--- config.mk ---
export PLATFORM = sky130hd
export DESIGN_NAME = cnpf_ctrl
export DESIGN_NICKNAME = d
export VERILOG_FILES = /design/src/rtl/cnpf_pkg.sv /design/src/rtl/cnpf_ctrl.sv
export SDC_FILE = /design/constraint.sdc
export NUM_CORES = 1
export LEC_CHECK = 0
export BUFFER_PORTS_ARGS = -buffer_cell sky130_fd_sc_hd__buf_2
export CELL_PAD_IN_SITES_DETAIL_PLACEMENT = 1
export CELL_PAD_IN_SITES_GLOBAL_PLACEMENT = 1
export CORE_UTILIZATION = 41
export DETAILED_ROUTE_END_ITERATION = 6
export PLACE_DENSITY_LB_ADDON = 0.1
export SKIP_CTS_REPAIR_TIMING = 1
export SYNTH_ARGS = -nofsm -noshare
export SYNTH_HDL_FRONTEND = slang
export SYNTH_SLANG_ARGS = --single-unit
--- constraint.sdc ---
create_clock -name clk -period 2.55 [get_ports clk]
set_clock_uncertainty 0.2 [all_clocks]
set_input_delay 0 -clock clk [delete_from_list [all_inputs] [get_ports clk]]
set_output_delay 0 -clock clk [all_outputs]
set_load 0.05 [all_outputs]
--- src/rtl/cnpf_pkg.sv ---
package cnpf_pkg;

    // Default sizes of the atom table and of the per-atom neighbor limit.
    localparam int MAX_ATOMS_DEF      = 256;
    localparam int NEIGHBOR_LIMIT_DEF = 6;

    localparam int COORD_W  = 24;
    localparam int RADIUS_W = 10;
    localparam int TYPE_W   = 2;
    localparam int IDX_W    = 8;
    localparam int CFG_IDX_W = 2;

    // Atoms with x above this raw value never pair.
    localparam logic signed [COORD_W-1:0] FAR_LIMIT_RAW = 24'sd2560000;

    // Result kinds.
    typedef enum logic [1:0] {
        KIND_PAIR  = 2'd0,
        KIND_LIMIT = 2'd1,
        KIND_FULL  = 2'd2
    } kind_t;

    // Controller to datapath commands.
    typedef struct packed {
        logic store;
        logic scan_start;
        logic issue;
        logic flush;
        logic push_full;
        logic write_ncount;
    } cmd_t;

    // Datapath to controller status.
    typedef struct packed {
        logic adv;
        logic stop;
        logic pipe_busy;
        logic held_valid;
        logic new_far;
    } status_t;

endpackage

--- src/rtl/cnpf_ctrl.sv ---
module cnpf_ctrl #(
    parameter int MAX_ATOMS = cnpf_pkg::MAX_ATOMS_DEF,
    localparam int AW = $clog2(MAX_ATOMS)
) (
    input  logic                 clk,
    input  logic                 rst_n,
    input  logic                 s_tvalid,
    input  logic                 op,
    output logic                 s_tready,
    input  cnpf_pkg::status_t    st,
    output cnpf_pkg::cmd_t       cmd,
    output logic [AW-1:0]        scan_addr,
    output logic [AW-1:0]        store_addr,
    output logic [AW-1:0]        n_idx
);

    typedef enum logic [5:0] {
        ST_IDLE  = 6'b000001,
        ST_SCAN  = 6'b000010,
        ST_DRAIN = 6'b000100,
        ST_FLUSH = 6'b001000,
        ST_FINAL = 6'b010000,
        ST_FULL  = 6'b100000
    } state_t;

    state_t        state_reg, state_next;
    logic [AW:0]   count_reg, count_next;
    logic [AW:0]   j_reg, j_next;
    logic [AW-1:0] n_reg, n_next;

    assign scan_addr  = j_reg[AW-1:0];
    assign store_addr = count_reg[AW-1:0];
    assign n_idx      = n_reg;

    // Sequencer for one input beat: store, scan, drain, flush, finish; or clear, or report a full table.
    always_comb
    begin
        state_next = state_reg;
        count_next = count_reg;
        j_next     = j_reg;
        n_next     = n_reg;
        cmd        = '0;
        s_tready   = 1'b0;
        case (state_reg)
            ST_IDLE:
            begin
                s_tready = 1'b1;
                if (s_tvalid)
                begin
                    if (!op)
                    begin
                        count_next = '0;
                    end
                    else if (count_reg == (AW+1)'(MAX_ATOMS))
                    begin
                        state_next = ST_FULL;
                    end
                    else
                    begin
                        cmd.store      = 1'b1;
                        cmd.scan_start = 1'b1;
                        n_next         = count_reg[AW-1:0];
                        count_next     = count_reg + 1'b1;
                        j_next         = '0;
                        state_next     = st.new_far ? ST_FINAL : ST_SCAN;
                    end
                end
            end
            ST_SCAN:
            begin
                if (st.stop || (j_reg == {1'b0, n_reg}))
                begin
                    state_next = ST_DRAIN;
                end
                else if (st.adv)
                begin
                    cmd.issue = 1'b1;
                    j_next    = j_reg + 1'b1;
                end
            end
            ST_DRAIN:
            begin
                if (!st.pipe_busy)
                begin
                    state_next = ST_FLUSH;
                end
            end
            ST_FLUSH:
            begin
                if (st.held_valid)
                begin
                    cmd.flush = 1'b1;
                end
                else
                begin
                    state_next = ST_FINAL;
                end
            end
            ST_FINAL:
            begin
                cmd.write_ncount = 1'b1;
                state_next       = ST_IDLE;
            end
            ST_FULL:
            begin
                cmd.push_full = 1'b1;
                if (st.adv)
                begin
                    state_next = ST_IDLE;
                end
            end
            default:
            begin
                state_next = ST_IDLE;
            end
        endcase
    end

    // Control registers.
    always_ff @(posedge clk or negedge rst_n)
    begin
        if (!rst_n)
        begin
            state_reg <= ST_IDLE;
            count_reg <= '0;
            j_reg     <= '0;
            n_reg     <= '0;
        end
        else
        begin
            state_reg <= state_next;
            count_reg <= count_next;
            j_reg     <= j_next;
            n_reg     <= n_next;
        end
    end

endmodule

==> results.cfg, run 1 <==
[setup_path]
critical_path.slowest_cell = sky130_fd_sc_hd__or3_4
timing.critical_path.cells = nor4_2 -> nand2_1 -> or3_4 -> inv_2 -> clkbuf_4
endpoint_kind = output port
reg2regPathDepth = 5
critPathMaxFanout = 13
cp_data_arrival_time_ns = 2.19
crit_path_max_incr_delay_ns = 0.51
worstSetupStartpointType = flip-flop
worst_ep_required_time_ns = 2.35
timing_worst_setup_path_type = flip-flop to output port

[finish]
final_design_utilization = 0.5178
n_antenna_cell = 0
drive_gt1_frac = 0.2597
area_growth_pct = 17.31
final_cell_area_um2 = 2332
final_net_count = 269

[power_and_ir_drop]
static_leakage_nw = 1.127
switching_share = 0.5257
combPwrFrac = 0.532
p_seq_frac = 0.303
clockPowerShare = 0.165
net-switching-power_mw = 1.570
power_density_nw_per_um2 = 1281
power.internal_mw = 1.417
worst_ir_drop_vdd_mv = 0.7293

[global_route]
initial_antenna_violation_count = 0
gr-usage-all-layers = 0.2308
gr-total-overflow = 0
grt_max_degree = 33
via_count_of_the_first_global_routing_pass = 1816
grt_pass1_wl_mm = 9.004

[clock_network]
h-tree-depth = 2
cts_num_sinks = 32
worst_skew_pair.late_latency_ns = 0.29
max-clock-path-buffers = 2
clk_transition_reported_paths_ns = 0.07
tritoncts = done
tritoncts.num_buffers = 5
cts_root_buffer = sky130_fd_sc_hd__clkbuf_8

[route]
via_per_inst = 5.645
first_pass_iters = 4
route.detailed.drc = 0
finalWirelength_mm = 5.488
dr_total_vias = 1750
postRouteAntennaNets = 0
initialDrtViolationCount = 87
route.detailed.wl_per_inst_um = 17.70

[timing]
timing_max_transition_violations_final = 0
timing.final.crit_share = 0.9378
grt_setup_unrepaired = no
final_period_minus_worst_setup_slack_ns = 2.391
maxSlewHeadroom = 0.4871
finalSetupViolCount = 0
tns_ns = 0
worst_hold_slack_ns = 0.1153
final_hold_viol_count = 0
worst_slack_ns = 0.1587
worst-slew-pin-transition_ns = 0.7693
max_freq_mhz = 418.2

[logic_synthesis]
yosys_warnings = 0
synth.ff_latch_count = 32
synth-edff-count = 0
synth_nets = 234
mapped_cell_area_um2 = 1988
seq_area_frac_synth = 0.4034
post_synth_inst_count = 222
post_synth_main_area_contributors = sky130_fd_sc_hd__dfrtp_1, sky130_fd_sc_hd__buf_4, sky130_fd_sc_hd__nand2_1
avgSynthCellArea_um2 = 8.956
synth-async-reset-ratio = 1.000
netlist.top_cell.by_area = sky130_fd_sc_hd__dfrtp_1
synth-main-ff-cell = sky130_fd_sc_hd__dfrtp_1
yosys.cell_types.count = 48
synth_top_area_frac = 0.3902

[place]
port_buffers = 39
dpl_worst_slack_ns = 0.3100
post_placement_cell_area_um2 = 2123
place_congestion = 0.7525
hpwl_mm = 3.885

[die]
core_region_um2 = 4504
fp-row-count = 24
ioPinCount = 40
floorplan.die.height_um = 71.64
initial_utilization = 0.4414
die_width_um = 71.64
dieArea_um2 = 5132

[status]
outcome = finished, final reports clean

[min_path]
hold_crit_path_type = input port to asynchronous set/reset pin

[run]
max_cap_viol_count = 0
-- Yosys cell counts, drive strengths merged (2+ instances only) --
library cell,number
a21boi,2
a21oi,6
a22o,2
a31oi,2
and3,6
buf,20
clkbuf,4
dfrtp,31
ha,3
inv,16
mux2i,3
nand2,31
nand3,11
nand4,7
nor2,10
nor2b,2
nor3,3
nor3b,2
nor4,3
o21ai,21
o31ai,3
o32a,5
o32ai,2
or3,5
or4,3
or4b,2
xnor2,7
xor2,2
-- placed cells by master, fill, tap and decap left out, types with 3 or more instances in the layout --
cell,instances
sky130_fd_sc_hd__dfrtp_1,31
sky130_fd_sc_hd__clkbuf_8,5
sky130_fd_sc_hd__nor2_1,9
sky130_fd_sc_hd__xnor2_1,7
sky130_fd_sc_hd__a21oi_1,6
sky130_fd_sc_hd__o21ai_0,13
sky130_fd_sc_hd__and3_1,6
sky130_fd_sc_hd__buf_2,37
sky130_fd_sc_hd__ha_1,3
sky130_fd_sc_hd__or3_1,4
sky130_fd_sc_hd__mux2i_1,3
sky130_fd_sc_hd__nand3_1,11
sky130_fd_sc_hd__inv_1,15
sky130_fd_sc_hd__buf_4,4
sky130_fd_sc_hd__dlygate4sd3_1,9
sky130_fd_sc_hd__o31ai_1,3
sky130_fd_sc_hd__o32a_1,5
sky130_fd_sc_hd__o21ai_1,3
sky130_fd_sc_hd__nor4_2,3
sky130_fd_sc_hd__nand2_1,30
sky130_fd_sc_hd__nand4_1,7
sky130_fd_sc_hd__o21ai_2,4
-- final timing paths --
kind	startpoint	end	slack (ns)
max reg2reg	state_reg[2]	state_reg[1]	0.28
min in group clk	st[1]	state_reg[3]	0.32
min	rst_n	state_reg[2]	0.12
max	state_reg[2]	cmd[4]	0.16
min reg2reg	n_idx[1]	n_idx[1]	0.34
max in group asynchronous	rst_n	n_idx[7]	1.54
-- worst max-delay path: cells and delay by family, from the launching register on --
kind                   cells  cell delay, ns
buffers and inverters      2            0.40
DFF                        1            0.46
and+or+nand+nor            3            1.05
-- power by group through the flow --
stage / Clock [mW] / Sequential [mW] / Combinational (mW)
2_1_floorplan: 0 / 0.977 / 1.21
3_3_place_gp: 0 / 0.909 / 1.54
3_5_place_dp: 0 / 0.910 / 1.57
4_1_cts: 0.500 / 0.903 / 1.59
5_1_grt: 0.527 / 0.935 / 1.71
6_report: 0.491 / 0.906 / 1.59
-- per-layer routing --
layer,global-route usage,share of wire
met1,0.3082,0.47
met2,0.3784,0.48
met3,0.05485,0.034
met4,0.05882,0.011
met5,0,0
-- through the flow --
step / total power [mW] / instances
after floorplan: 2.185 / 222
after global placement: 2.446 / 293
after detailed placement: 2.478 / 293
after CTS: 2.989 / 301
after global routing: 3.171 / 310
final: 2.987 / 310
-- layout make-up --
class	instances	area [um2]
Clock buffer	6	72.57
Clock inverter	2	35.03
Fill cell	537	2172
Inverter	16	60.06
Multi-Input combinational cell	150	977.2
Sequential cell	32	802.0
Tap cell	52	65.06
Timing Repair Buffer	52	320.3
-- kinds of logic after synthesis --
family,after synthesis,share of synthesized area
AO/OA/AOI/OAI,48,0.1724
XOR/XNOR,9,0.03965
adder cells (fa/ha/maj),3,0.01888
buffers and inverters,40,0.1095
flip-flops,32,0.4034
multiplexers,3,0.01510
AND/OR/NAND/NOR,87,0.2410
Power figures use the tool's default switching activity.
==> inputs of run 2 (changes only) <==
BUFFER_PORTS_ARGS = -buffer_cell sky130_fd_sc_hd__clkbuf_2   (was -buffer_cell sky130_fd_sc_hd__buf_2)
==> run 2 against run 1 <==
  * Flip-flop and latch count did not move
  * Register-to-register slack barely moved
  * Critical path depth stayed put
  * Routed wire length is 2.1% lower
  * First-iteration DRC count down 3.4%
  * Sequential share of layout area stayed put
  * Cell area did not move
==> results.cfg, run 2 (synthesized netlist as in run 1, its figures left out) <==
[setup_path]
crit_path_max_incr_delay_ns = 0.54
cp_data_arrival_time_ns = 2.21
timing.critical_path.cells = or4_1 -> nor4_2 -> or3_4 -> inv_2 -> buf_2
critical_path.slowest_cell = sky130_fd_sc_hd__or4_1
critPathMaxFanout = 13
worstSetupStartpointType = flip-flop
critPathTopFamily = simple AND/OR/NAND/NOR gates
endpoint_kind = output port
timing_worst_setup_path_type = flip-flop to output port
worst_ep_required_time_ns = 2.35
timing.critical_path.buf_inv = 2

[finish]
final_cell_area_um2 = 2332
commonest_non_fill_non_tap_cell_in_the_layout = sky130_fd_sc_hd__clkbuf_2
layout_cells_excl_fill = 311
n_antenna_cell = 0
final_net_count = 270
most-common-layout-cells = sky130_fd_sc_hd__clkbuf_2, sky130_fd_sc_hd__dfrtp_1, sky130_fd_sc_hd__nand2_1
area_growth_pct = 17.31
drive_gt1_frac = 0.2664

[clock_network]
worst_skew_pair.late_latency_ns = 0.29
tritoncts.num_buffers = 5
h-tree-depth = 2
clk_transition_reported_paths_ns = 0.07
cts_num_sinks = 32
tritoncts = done
cts_root_buffer = sky130_fd_sc_hd__clkbuf_8
max-clock-path-buffers = 2

[route]
postRouteAntennaNets = 0
finalWirelength_mm = 5.373
route.detailed.drc = 0
dr_total_vias = 1779
via_per_inst = 5.720
initialDrtViolationCount = 84
route.detailed.wl_per_inst_um = 17.28
first_pass_iters = 4

[place]
dp_cells = 295
post_placement_cell_area_um2 = 2138
hpwl_mm = 3.761
place_congestion = 0.7674
port_buffers = 39

[die]
initial_utilization = 0.4414
die_width_um = 71.64
dieArea_um2 = 5132
core_region_um2 = 4504
fp-row-count = 24
ioPinCount = 40
floorplan.die.height_um = 71.64

[timing]
timing.final.crit_share = 0.9445
grt_setup_unrepaired = no
timing_max_transition_violations_final = 0
worst-slew-pin-transition_ns = 0.8165
final_hold_viol_count = 0
finalSetupViolCount = 0
maxSlewHeadroom = 0.4557
tns_ns = 0
max_freq_mhz = 415.2
final_period_minus_worst_setup_slack_ns = 2.409

[global_route]
gr-usage-all-layers = 0.2296
via_count_of_the_first_global_routing_pass = 1795
gr-total-overflow = 0
grt_pass1_wl_mm = 9.039
initial_antenna_violation_count = 0
grt_max_degree = 33

[power_and_ir_drop]
worst_ir_drop_vdd_mv = 0.5706
p_seq_frac = 0.303
power.internal_mw = 1.430
switching_share = 0.5222
net-switching-power_mw = 1.563
combPwrFrac = 0.533
clockPowerShare = 0.164
power_density_nw_per_um2 = 1283
static_leakage_nw = 1.120

[run]
max_cap_viol_count = 0

[status]
outcome = finished, final reports clean

[min_path]
hold_crit_path_type = input port to asynchronous set/reset pin
==> run 2: power by group through the flow <==
stage | registers, mW | clock network (mW) | logic (mW)
6_report | 0.907 | 0.490 | 1.60
3_5_place_dp | 0.908 | 0 | 1.58
5_1_grt | 0.935 | 0.522 | 1.74
4_1_cts | 0.904 | 0.499 | 1.59
2_1_floorplan | 0.977 | 0 | 1.21
3_3_place_gp | 0.905 | 0 | 1.57
==> run 2: worst paths after layout <==
check                      cells after the start         start           end  slack (ns)
min in group clk                               2      n_idx[7]      n_idx[7]        0.34
max reg2reg                                    5  state_reg[2]  state_reg[1]        0.27
min reg2reg                                    2      n_idx[7]      n_idx[7]        0.34
max in group asynchronous                      2         rst_n  count_reg[2]        1.50
max                                            5  count_reg[2]        cmd[5]        0.14
min                                            2         rst_n      j_reg[4]        0.13
==> run 2: layout make-up <==
| class | instances | area (um2) |
|---|---|---|
| Timing Repair Buffer | 53 | 320.3 |
| Fill cell | 525 | 2172 |
| Inverter | 16 | 60.06 |
| Tap cell | 52 | 65.06 |
| Sequential cell | 32 | 802.0 |
| Clock inverter | 2 | 35.03 |
| Multi-Input combinational cell | 150 | 977.2 |
| Clock buffer | 6 | 72.57 |
==> run 2: worst register-to-register path: stages, from the launching register on <==
cell and delay, ns:
sky130_fd_sc_hd__dfrtp_1 0.45, sky130_fd_sc_hd__or2_1 0.28, sky130_fd_sc_hd__or3_1 0.33, sky130_fd_sc_hd__or3b_1 0.43, sky130_fd_sc_hd__o2111ai_2 0.31, sky130_fd_sc_hd__o32ai_1 0.14
==> run 2: stage by stage <==
step	hold slack, ns	utilization	worst slack (ns)	total power, mW
after floorplan	-0.4956	-	0.2086	2.185
after global placement	-0.05623	0.4747	0.3609	2.477
after detailed placement	-0.05749	0.4747	0.3078	2.493
after CTS	-0.3705	0.4986	0.07685	2.996
after global routing	0.2139	0.5178	0.01784	3.197
final	0.1301	0.5178	0.1415	2.993
==> run 2: routing by layer <==
metal / global-route usage / up-vias / wire length (um)
met5: 0 / - / 0
met4: 0.07190 / 0 / 77
met3: 0.05345 / 12 / 192
met2: 0.3637 / 39 / 2614
met1: 0.3122 / 878 / 2488
li1: - / 850 / -
